<file path="config.mk">
export PLATFORM = sky130hd
export DESIGN_NAME = chui_ctrl
export DESIGN_NICKNAME = d
export VERILOG_FILES = /design/src/counter_hash_uniform_init_defines.svh /design/src/chui_pkg.sv /design/src/chui_ctrl.sv
export SDC_FILE = /design/constraint.sdc
export NUM_CORES = 1
export LEC_CHECK = 0
export ABC_CLOCK_PERIOD_IN_PS = 3500
export BUFFER_PORTS_ARGS = -buffer_cell sky130_fd_sc_hd__buf_4
export CAP_MARGIN = 25
export CORE_MARGIN = 3
export CORE_UTILIZATION = 49
export DETAILED_ROUTE_END_ITERATION = 16
export PLACE_DENSITY = 0.79
export SLEW_MARGIN = 20
export SYNTH_ARGS = -nofsm -noshare
export SYNTH_HDL_FRONTEND = slang
export SYNTH_SLANG_ARGS = --single-unit
</file>
<file path="constraint.sdc">
create_clock -name clk -period 3.5 [get_ports clk]
set_input_delay 0 -clock clk [delete_from_list [all_inputs] [get_ports clk]]
set_output_delay 0 -clock clk [all_outputs]
set_load 0.01 [all_outputs]
</file>
<file path="src/counter_hash_uniform_init_defines.svh">
// Assertion macros shared by the weight init generator RTL.
// No dependencies; included by files that carry concurrent assertions.
`ifndef COUNTER_HASH_UNIFORM_INIT_DEFINES_SVH
`define COUNTER_HASH_UNIFORM_INIT_DEFINES_SVH

// Same-cycle implication, checks suspended while reset is high.
`define CHUI_ASSERT_IMPLY(label, clk, rst, ante, cons, msg) \
  label: assert property (@(posedge clk) disable iff (rst) (ante) |-> (cons)) \
    else $error(msg);

// Next-cycle implication, checks suspended while reset is high.
`define CHUI_ASSERT_NEXT(label, clk, rst, ante, cons, msg) \
  label: assert property (@(posedge clk) disable iff (rst) (ante) |=> (cons)) \
    else $error(msg);

`endif

</file>
<file path="src/chui_pkg.sv">
// Shared types and constants for the counter-hash weight init generator.
// No dependencies; imported by chui_ctrl, chui_mix and the top level.
`default_nettype none

package chui_pkg;

  // SplitMix64 constants
  localparam logic [63:0] GOLDEN_INC = 64'h9E37_79B9_7F4A_7C15;
  localparam logic [63:0] MIX_MUL_A  = 64'hBF58_476D_1CE4_E5B9;
  localparam logic [63:0] MIX_MUL_B  = 64'h94D0_49BB_1331_11EB;

  // Field widths
  localparam int IDX_FIELD_W = 32;
  localparam int VALUE_W     = 32;
  localparam int BOUND_W     = 24;

  // Pipeline depth: two mixers of five stages, product stage, output stage
  localparam int MIX_STAGES = 5;
  localparam int STAGES     = 2 * MIX_STAGES + 2;

  // Register map, index = paddr[5:3]
  localparam int REG_IDX_W = 3;
  localparam logic [REG_IDX_W-1:0] REG_SEED        = 3'd0;
  localparam logic [REG_IDX_W-1:0] REG_STREAM_KEY  = 3'd1;
  localparam logic [REG_IDX_W-1:0] REG_USE_UNIFORM = 3'd2;
  localparam logic [REG_IDX_W-1:0] REG_BOUND_Q22   = 3'd3;
  localparam logic [REG_IDX_W-1:0] REG_FILL_VALUE  = 3'd4;

  // Per-stage pipeline control
  typedef struct packed {
    logic [STAGES-1:0] en;     // stage register loads this cycle
    logic [STAGES-1:0] valid;  // stage register holds a word
  } pipe_ctrl_t;

endpackage

`default_nettype wire

</file>
<file path="src/chui_ctrl.sv">
// Valid/stall control for the generator pipeline, plus the last-flag lane.
// Depends on chui_pkg (STAGES, pipe_ctrl_t).
`default_nettype none

module chui_ctrl import chui_pkg::*; (
  input  logic       clk,
  input  logic       rst,
  input  logic       s_tvalid,
  input  logic       s_tlast,
  input  logic       m_tready,
  output pipe_ctrl_t ctrl,
  output logic       last_out
);

  logic [STAGES-1:0] valid;
  logic [STAGES-1:0] last;
  logic [STAGES-1:0] en;

  // A stage loads when it is empty or its word moves on; bubbles collapse
  always_comb begin
    en[STAGES-1] = !valid[STAGES-1] || m_tready;
    for (int i = STAGES - 2; i >= 0; i--) begin
      en[i] = !valid[i] || en[i+1];
    end
  end

  // Valid bits
  always_ff @(posedge clk) begin
    if (rst) begin
      valid <= '0;
    end else begin
      if (en[0]) begin
        valid[0] <= s_tvalid;
      end
      for (int i = 1; i < STAGES; i++) begin
        if (en[i]) begin
          valid[i] <= valid[i-1];
        end
      end
    end
  end

  // Last flag travels beside the data
  always_ff @(posedge clk) begin
    if (en[0]) begin
      last[0] <= s_tlast;
    end
    for (int i = 1; i < STAGES; i++) begin
      if (en[i]) begin
        last[i] <= last[i-1];
      end
    end
  end

  assign ctrl.en    = en;
  assign ctrl.valid = valid;
  assign last_out   = last[STAGES-1];

endmodule

`default_nettype wire

</file>
; ---- After elaboration in Yosys (flattened, before gate mapping)
; Index checks and enable logic that the tools add are counted.
[word_totals]
reg_bits = 24
word_cells = 48
[op_classes]
n_reduce_logical = 24
[op_table]
columns = op, n
row1 = $logic_not 1->1, 12
row2 = $logic_or 1x1->1, 12

; ---- Longest topological paths before layout
; Gate-level depths: netlist (run 1).
[logic_depth]
word_depth = 13
mapped_depth = 4
depth_no_buf = 4

; ---- Worst setup path after synthesis (run 1)
; Ideal clock, no wire load.
[synth_timing]
path_type = reg-to-reg
start = register valid[10]
end = register last[0], enable pin
setup_ns = 0.313
arrival_ns = 1.239
setup_slack_ns = 1.948
path_stages_with_launch = 4
path_cell_list = dfxtp_1 nand4b_4 nor4b_4 nand4_1
[synth_rtl]
columns = element, line_no
row1 = "start, declared", chui_ctrl.sv:15  ; logic [STAGES-1:0] valid;
row2 = "start signal, assigned by index", chui_ctrl.sv:37  ; valid[i] <= valid[i-1];
row3 = "end signal, assigned", chui_ctrl.sv:46  ; last[0] <= s_tlast;
row4 = "end signal, assigned by index", chui_ctrl.sv:50  ; last[i] <= last[i-1];
row5 = "end, declared", chui_ctrl.sv:16  ; logic [STAGES-1:0] last;

; ---- Worst setup path after layout (run 1)
[layout_timing]
start = register valid[10]
end = register valid[0]
[layout_between]
elab_chain_cells = 12
[layout_lines]
columns = element, line_no
row1 = $logic_not 1->1, chui_ctrl.sv:23  ; en[i] = !valid[i] || en[i+1];
row2 = $logic_or 1x1->1 (11 in a row), chui_ctrl.sv:23
; Every way passes these cells.
; A chain may end at the register's enable or synchronous reset.

==> results of run 1 <==
[power by group through the flow]
stage	Clock [uW]	Sequential (uW)	Combinational (uW)
global route	179	308	18.0
floorplan	0	313	3.63
CTS	172	307	16.8
finish	170	307	16.5
detailed placement	0	313	13.2
global placement	0	313	12.8
[placed cells by master (no fill, tap or decap)]
cell type,n
edfxtp_1,12
buf_4,29
clkbuf_4,3
nor2_1,9
clkbuf_16,1
nor4b_4,1
dlygate4sd3_1,4
nand3_1,2
and3_1,1
inv_1,11
nand2_1,6
dfxtp_1,12
nand4b_4,1
nor2b_1,1
a21oi_1,9
nand4_1,1
[how the worst max path moves through the flow]
stage	slack [ns]	endpoint	from
after CTS	1.42	valid[0]$_SDFFE_PP0P_	valid[10]$_SDFFE_PP0P_
after global placement	2.06	last[0]$_DFFE_PP_	valid[10]$_SDFFE_PP0P_
after global routing	1.28	valid[0]$_SDFFE_PP0P_	valid[10]$_SDFFE_PP0P_
after floorplan	1.95	last[0]$_DFFE_PP_	valid[10]$_SDFFE_PP0P_
final	1.42	valid[0]$_SDFFE_PP0P_	valid[10]$_SDFFE_PP0P_
after detailed placement	1.98	last[0]$_DFFE_PP_	valid[10]$_SDFFE_PP0P_
[kinds of logic after synthesis]
logic type             count (synthesis)  share of synthesized area [%]
AOI/OAI and AO/OA                      9                           5.47
buffers and inverters                 12                           5.47
DFF                                   24                           72.9
and+or+nand+nor                       22                           16.1
[metal layers]
metal | GRT usage (%) | vias up
li1 | - | 294
met3 | 9.20 | 2
met5 | 0 | -
met4 | 4.97 | 0
met1 | 17.6 | 266
met2 | 33.3 | 23
[per-stage QoR]
stage | setup slack (ns) | power (uW) | hold WS [ns] | instances
global placement | 2.06 | 326 | 0.179 | 111
global route | 1.28 | 505 | 0.0197 | 119
floorplan | 1.95 | 317 | 0.0691 | 67
detailed placement | 1.98 | 327 | 0.179 | 111
finish | 1.42 | 494 | 0.00862 | 119
CTS | 1.42 | 496 | 0.0170 | 119
[layout make-up]
type	count	share of cell area, %
Timing Repair Buffer	33	22.5
Inverter	11	3.61
Multi-Input combinational cell	31	15.5
Tap cell	16	1.75
Clock buffer	4	4.15
Sequential cell	24	52.5
[repair_timing]
| action | 4_1_cts | 5_1_grt |
|---|---|---|
| hold buffers | 4 | 0 |
| buffers inserted | 0 | 0 |
| endpoints found under the hold margin | 13 | 0 |
[flip-flops by register name (all words and copies together), names as in the netlist]
| name | flops |
|---|---|
| last | 12 |
| valid | 12 |
[worst register-to-register path, delay by kind of cell (launching register included)]
family | cells | cell delay, ns
simple gates | 3 | 0.83
flops | 1 | 0.47
buf+inv | 1 | 0.56
compound gates | 1 | 0.18
==> results.json, run 1 <==
{
  "outcome": "complete, no violations",
  "critPathMaxStageDelay_ns": 0.56,
  "rows": 14,
  "routedLengthMet1_um": 671,
  "fin_worst_skew_ns": 0.00658,
  "cp.buffers_inverters": 1,
  "grt_antenna_before_repair": 0,
  "p_per_area_mw_per_mm2": 432,
  "grt_pass1_vias": 597,
  "seqPwrFrac_pct": 62.2,
  "synth_area_leaders": "edfxtp_1, dfxtp_1, a21oi_1",
  "fill_cells": 108,
  "drc_errors": 0,
  "core-area_mm2": 0.00154,
  "relSlewSlack_pct": 71.4,
  "grt_setup_unrepaired": "no",
  "worstReg2RegEnd": "valid[0]$_SDFFE_PP0P_",
  "synth_common_cells": "dfxtp_1, edfxtp_1, inv_1",
  "synth_edf_count": 12,
  "ys_seq_elements": 24,
  "routabilityCongestion": 0.750,
  "hold_viol_final": 0,
  "pwr-share-comb_pct": 3.3,
  "reg2regPathDepth": 5,
  "dieArea_mm2": 0.00221,
  "die_y_um": 47.0,
  "cts_tree": "built",
  "switching_share_pct": 18.9,
  "worstMarginPinSlew_ns": 0.427,
  "wl_met3_um": 142,
  "maxSlewViolCount": 0,
  "min_delay_path_depth": 4,
  "crit_path_start_kind": "flop",
  "avgSynthCellArea_um2": 12.3,
  "peakVddDrop_uv": 416,
  "critPathKind": "flop to flop",
  "netlist.area_leader.share_pct": 43.8,
  "grt_usage_pct": 18.1,
  "switchingPower_uw": 93.4,
  "critPathMaxFanout": 7,
  "die_w_um": 47.0,
  "crit_chain": "nand4b_4, nor4b_4, nand4_1, a21oi_1, dlygate4sd3_1",
  "postPlaceCellArea_mm2": 0.00106,
  "regToRegSetupSlack_ns": 1.42,
  "hold_path_class": "primary input to flop",
  "fin_util_pct": 74.3,
  "hold_end": "valid[11]$_SDFFE_PP0P_",
  "dominantRegCellSynth": "edfxtp_1",
  "critPathSlowestCell": "dlygate4sd3_1",
  "clock_power_share_pct": 34.5,
  "wire_per_inst_um": 14.4,
  "tns_ns": 0,
  "port_buffers": 29,
  "synthToLayoutAreaGrowth_pct": 39.1,
  "num_antenna_cells": 0,
  "register_area_um2": 601,
  "netlist_area_um2": 823,
  "cts_buffer_depth": 2,
  "synthCells": 67,
  "multiInputGateArea_um2": 178,
  "grt_remaining_overflow": 0,
  "r2r-start": "valid[10]$_SDFFE_PP0P_",
  "firstDrtPassIters": 3,
  "ys_warn_count": 0,
  "cts_root_buf": "clkbuf_4",
  "io_pins": 30,
  "cp_data_required_time_ns": 3.77,
  "clock_sinks": 24,
  "intPower_uw": 401,
  "vias": 585,
  "ys_seq_area_share_pct": 72.9,
  "synth_fp_nets": 72,
  "end_kind": "flop",
  "wirelength_um": 1710,
  "antenna_left": 0,
  "htree_num_levels": 1,
  "start_util_pct": 53.4,
  "final_nets": 109,
  "post_cts_resized": 0,
  "cp.depth": 5,
  "hpwl_um": 1270,
  "grt_first_pass_wirelength_um": 2640,
  "min_from": "m_tready",
  "layout_worst_path_cycle_share_pct": 59.5,
  "max_freq_mhz": 480,
  "cts_made_buffers": 3,
  "finalSetupViolCount": 0,
  "synthArstFlopShare_pct": 0,
  "top_layer_used": "met4",
  "period_needed_ns": 2.08,
  "synth.distinct_cells": 13,
  "grt_max_degree": 15,
  "cp.arrival_ns": 2.35,
  "drt_iter0_drc": 4,
  "route.met2.wl_um": 889,
  "drive_gt1_share_pct": 34.0,
  "path_delay_family": "simple AND/OR/NAND/NOR gates",
  "clock_latency_ns": 0.32,
  "path_clk_slew_ns": 0.13,
  "power_leakage_uw": 0.000518,
  "drv_cap": 0,
  "synth_top_area_cell": "edfxtp_1",
  "postLayoutCellArea_mm2": 0.00114,
  "viasPerCell": 4.92
}
Power figures use the tool's default switching activity.
==> inputs of run 2 (changes only) <==
- ABC_AREA: default -> 1
- ABC_CLOCK_PERIOD_IN_PS: 3500 -> 1750
- CORE_UTILIZATION: 49 -> 42
- PLACE_DENSITY: 0.79 -> 0.72
- clock period: 3.5 -> 1.75 ns (I/O delays scaled with it)
==> run 2 against run 1 <==
Against the previous run:
- critical path depth rose by 1
- clock skew rose by 0.010 ns
- sequential share of layout area fell by 3.4 points
- worst setup slack got worse by 1.3 ns
- worst hold slack improved by 0.068 ns
- synthesized cell count fell by 1.5%
- global-route usage fell by 5.1 points
- routed wire length fell by 6.8%
- clock power rose by 130%
- die area rose by 17%
==> results.json, run 2 <==
{
  "outcome": "complete, no violations",
  "hold_ws_ns": 0.0768,
  "min_from": "m_tready",
  "hold_end": "valid[10]$_SDFFE_PP0P_",
  "grt_antenna_before_repair": 0,
  "ys_seq_elements": 24,
  "grt_max_degree": 15,
  "grt_setup_unrepaired": "yes",
  "dieArea_mm2": 0.00259,
  "critPathKind": "flop to output pin",
  "relSlewSlack_pct": 83.6,
  "fin_ws_ns": 0.0840,
  "r2r-start": "valid[9]$_SDFFE_PP0P_",
  "grt_pass1_vias": 558,
  "drive_gt1_share_pct": 47.2,
  "finalPower_uw": 1040,
  "avgSynthCellArea_um2": 12.8,
  "layout_commonest_cell": "buf_4",
  "layout_worst_path_cycle_share_pct": 95.2,
  "drc_errors": 0,
  "regToRegSetupSlack_ns": 0.15,
  "firstDrtPassIters": 3,
  "tns_ns": 0,
  "hold_viol_final": 0,
  "port_buffers": 29,
  "wirelength_um": 1600,
  "path_clk_slew_ns": 0.14,
  "netlist.area_leader.share_pct": 42.5,
  "start_util_pct": 46.5,
  "cts_made_buffers": 3,
  "viasPerCell": 4.47,
  "end_kind": "output pin",
  "wire_per_inst_um": 12.2,
  "synth_top_area_cell": "edfxtp_1",
  "grt_first_pass_wirelength_um": 2550,
  "vias": 586,
  "grt_usage_pct": 13.0,
  "pre_cts_slack_ns": 0.271,
  "reg2regPathDepth": 6,
  "max_freq_mhz": 600,
  "synthCells": 66,
  "final_cell_mix": "buf_4, inv_1, edfxtp_1",
  "cp.arrival_ns": 1.67,
  "htree_num_levels": 1,
  "dominantRegCellSynth": "edfxtp_1",
  "cts_root_buf": "clkbuf_4",
  "p_per_area_mw_per_mm2": 831,
  "ys_warn_count": 0,
  "synthArstFlopShare_pct": 0,
  "finalSetupViolCount": 0,
  "core-area_mm2": 0.00182,
  "peakVddDrop_uv": 791,
  "maxSlewViolCount": 0,
  "min_delay_path_depth": 4,
  "critPathMaxFanout": 5,
  "drv_cap": 0,
  "clock_sinks": 24,
  "drt_iter0_drc": 7,
  "synth.distinct_cells": 14,
  "crit_path_start_kind": "flop",
  "synth_common_cells": "inv_1, dfxtp_1, edfxtp_1",
  "hold_path_class": "primary input to flop",
  "cp_data_required_time_ns": 1.75,
  "io_pins": 30,
  "fin_worst_skew_ns": 0.0166,
  "final_nets": 112,
  "cts_buffer_depth": 2,
  "worstMarginPinSlew_ns": 0.246,
  "synthToLayoutAreaGrowth_pct": 47.1,
  "period_needed_ns": 1.67,
  "routabilityCongestion": 0.671,
  "antenna_left": 0,
  "die_w_um": 50.9,
  "reg_top3": "last x12, valid x12",
  "synth_edf_count": 12,
  "hpwl_um": 1210,
  "die_y_um": 50.9,
  "power_leakage_uw": 0.000528,
  "grt_remaining_overflow": 0,
  "ys_seq_area_share_pct": 70.9,
  "num_antenna_cells": 0,
  "cts_tree": "built",
  "yosysMostFrequentCell": "inv_1",
  "synth_fp_nets": 71,
  "worstReg2RegEnd": "last[1]$_DFFE_PP_",
  "clock_latency_ns": 0.31,
  "synth_area_leaders": "edfxtp_1, dfxtp_1, inv_1",
  "rows": 15,
  "netlist_area_um2": 847
}
## run 2: changes by cell type in the layout (fill, tap and decap cells not counted), moves of 2 or more
cell	change
inv_1	+4
nand4_4	+3
dfxtp_4	+3
buf_6	+3
nor2_1	-5
nand2_1	-4
dfxtp_1	-3
buf_4	+2
## run 2: worst max-delay path by stage
stage,start,to
6_report,valid[9]$_SDFFE_PP0P_,ctrl[13]
5_1_grt,valid[10]$_SDFFE_PP0P_,ctrl[13]
4_1_cts,valid[10]$_SDFFE_PP0P_,ctrl[12]
3_5_place_dp,valid[10]$_SDFFE_PP0P_,last[0]$_DFFE_PP_
3_3_place_gp,valid[10]$_SDFFE_PP0P_,last[0]$_DFFE_PP_
2_1_floorplan,valid[11]$_SDFFE_PP0P_,last[0]$_DFFE_PP_
## run 2: cell families (layout without fill, tap and decap cells)
group / after synthesis / count (layout) / synth area share (%)
flip-flops: 24 / 24 / 70.9
AND/OR/NAND/NOR: 14 / 14 / 14.6
buffers and inverters: 17 / 57 / 7.53
AO/OA/AOI/OAI: 11 / 11 / 6.94
## run 2: power breakdown
part           switching [uW]  internal, uW  leakage, uW
registers                9.33           602     0.000227
clock network             161           231    0.0000279
logic                    14.3          18.0     0.000273
total                     184           851     0.000528
## run 2: cell type report
cell class | count | area, um2
Timing Repair Buffer | 37 | 297
Inverter | 16 | 60.1
Clock buffer | 3 | 22.5
Multi-Input combinational cell | 25 | 194
Clock inverter | 1 | 30.0
Tap cell | 25 | 31.3
Sequential cell | 24 | 612
Fill cell | 133 | 574
## run 2: critical path: stages (launching register included)
cell and delay [ns]:
dfxtp_4 0.38, nand4_4 0.14, nor3_4 0.24, nand4_4 0.13, nor2_4 0.22, nand3_2 0.12, buf_6 0.14
## run 2: through the flow
stage | util (%) | std cells | cell area (um2)
after floorplan | - | 66 | 847
after global placement | 60.0 | 119 | 1090
after detailed placement | 60.0 | 119 | 1090
after CTS | 64.5 | 126 | 1170
after global routing | 68.5 | 131 | 1250
final | 68.5 | 131 | 1250
## run 2: per-layer routing
metal / GRT usage [%] / wire, um
met5: 0 / 0
met1: 17.1 / 713
met3: 3.50 / 107
met4: 4.04 / 17
met2: 20.8 / 757
## run 2: timing repair
action	CTS	global route
hold buffers	3	0
endpoints found under the setup margin	0	6
hold endpoints to repair	13	0
resized for setup	0	12
buffers inserted	0	5
==> inputs of run 3 (changes only) <==
- CORE_MARGIN: 3 -> default
==> run 3 against run 2 <==
Against the previous run:
- sequential share of layout area rose by 0.45 points
- critical path type unchanged
- global-route usage grew 2.8 points
- first-iteration DRC count shrank 43%
==> results.json, run 3 (synthesis gave the netlist of run 2 again) <==
{
  "fin_worst_skew_ns": 0.00366,
  "cp.arrival_ns": 1.71,
  "critPathMaxFanout": 5,
  "maxSlewViolCount": 0,
  "final_cell_mix": "buf_4, inv_1, edfxtp_1",
  "grt_antenna_before_repair": 0,
  "outcome": "complete, no violations",
  "cts_made_buffers": 3,
  "routabilityCongestion": 0.727,
  "drive_gt1_share_pct": 47.2,
  "vias": 611,
  "htree_num_levels": 1,
  "firstDrtPassIters": 4,
  "crit_path_start_kind": "flop",
  "dieArea_mm2": 0.00220,
  "grt_remaining_overflow": 0,
  "cts_buffer_depth": 2,
  "grt_first_pass_wirelength_um": 2270,
  "path_clk_slew_ns": 0.12,
  "synthToLayoutAreaGrowth_pct": 45.8,
  "min_from": "m_tready",
  "cts_tree": "built",
  "wire_per_inst_um": 12.3,
  "finalPower_uw": 882,
  "worstMarginPinSlew_ns": 0.264,
  "layout_worst_path_cycle_share_pct": 97.7,
  "cp_data_required_time_ns": 1.75,
  "power_leakage_uw": 0.000524,
  "hold_viol_final": 0,
  "rows": 15,
  "viasPerCell": 4.59,
  "hold_ws_ns": 0.0546,
  "hold_end": "valid[11]$_SDFFE_PP0P_",
  "end_kind": "output pin",
  "hold_path_class": "primary input to flop",
  "drt_iter0_drc": 4,
  "num_antenna_cells": 0,
  "grt_pass1_vias": 521,
  "port_buffers": 29,
  "max_freq_mhz": 585,
  "core-area_mm2": 0.00180,
  "critPathKind": "flop to output pin",
  "start_util_pct": 47.0,
  "p_per_area_mw_per_mm2": 714,
  "drc_errors": 0,
  "worstReg2RegEnd": "last[0]$_DFFE_PP_",
  "reg_top3": "last x12, valid x12",
  "grt_setup_unrepaired": "yes",
  "relSlewSlack_pct": 82.4,
  "wirelength_um": 1640,
  "cts_root_buf": "clkbuf_4",
  "min_delay_path_depth": 4,
  "regToRegSetupSlack_ns": 0.12,
  "grt_max_degree": 14,
  "io_pins": 30,
  "die_y_um": 46.9,
  "hpwl_um": 1070,
  "grt_usage_pct": 15.8,
  "r2r-start": "valid[11]$_SDFFE_PP0P_",
  "drv_cap": 0,
  "finalSetupViolCount": 0,
  "die_w_um": 46.9,
  "layout_commonest_cell": "buf_4",
  "reg2regPathDepth": 6,
  "antenna_left": 0,
  "period_needed_ns": 1.71,
  "fin_util_pct": 68.5,
  "final_nets": 114,
  "clock_latency_ns": 0.31,
  "peakVddDrop_uv": 549,
  "clock_sinks": 24
}
[run 3: where the power goes]
group,total (uW),internal (uW),switching (uW)
Sequential,612,602,9.71
Combinational,32.8,18.1,14.7
Clock,237,83.4,154
[run 3: worst max-delay path: stages, from the launching register on]
cell and delay [ns]:
dfxtp_4 0.39, nand4_4 0.14, nor3_4 0.24, nand4_4 0.14
nor2_4 0.23, nand4_4 0.11, buf_6 0.14
[run 3: timing repair]
| action | CTS | global route |
|---|---|---|
| resized for setup | 0 | 12 |
| hold buffers | 3 | 0 |
| endpoints found under the hold margin | 13 | 0 |
| endpoints found under the setup margin | 0 | 5 |
| buffers inserted | 0 | 7 |
[run 3: final cells by class]
type / count / area [um2]
flip-flops and latches: 24 / 612
multi-input cells: 25 / 194
clock inverters: 1 / 3.75
inverters: 16 / 60.1
repair buffers: 39 / 312
well taps: 25 / 31.3
fillers: 141 / 567
clock buffers: 3 / 22.5
[run 3: worst max path at each step]
stage	startpoint	end	slack (ns)	cells past startpoint
floorplan	valid[11]$_SDFFE_PP0P_	last[0]$_DFFE_PP_	0.19	5
global placement	valid[10]$_SDFFE_PP0P_	last[0]$_DFFE_PP_	0.32	5
detailed placement	valid[10]$_SDFFE_PP0P_	last[0]$_DFFE_PP_	0.27	5
CTS	valid[10]$_SDFFE_PP0P_	ctrl[12]	0.001	6
global route	valid[11]$_SDFFE_PP0P_	ctrl[12]	-0.09	6
finish	valid[11]$_SDFFE_PP0P_	ctrl[12]	0.04	6
[run 3: layer usage]
layer | track usage [%] | wire length (um)
met1 | 18.6 | 638
met2 | 24.4 | 838
met3 | 6.92 | 122
met4 | 8.57 | 36
met5 | 0 | 0
[run 3: per-stage QoR]
stage          area (um2)  cells  setup TNS [ns]  worst slack, ns
4_1_cts              1150    126               0          0.00108
5_1_grt              1230    133          -0.263          -0.0861
3_5_place_dp         1090    119               0            0.274
2_1_floorplan         847     66               0            0.186
3_3_place_gp         1090    119               0            0.325
6_report             1230    133               0           0.0399
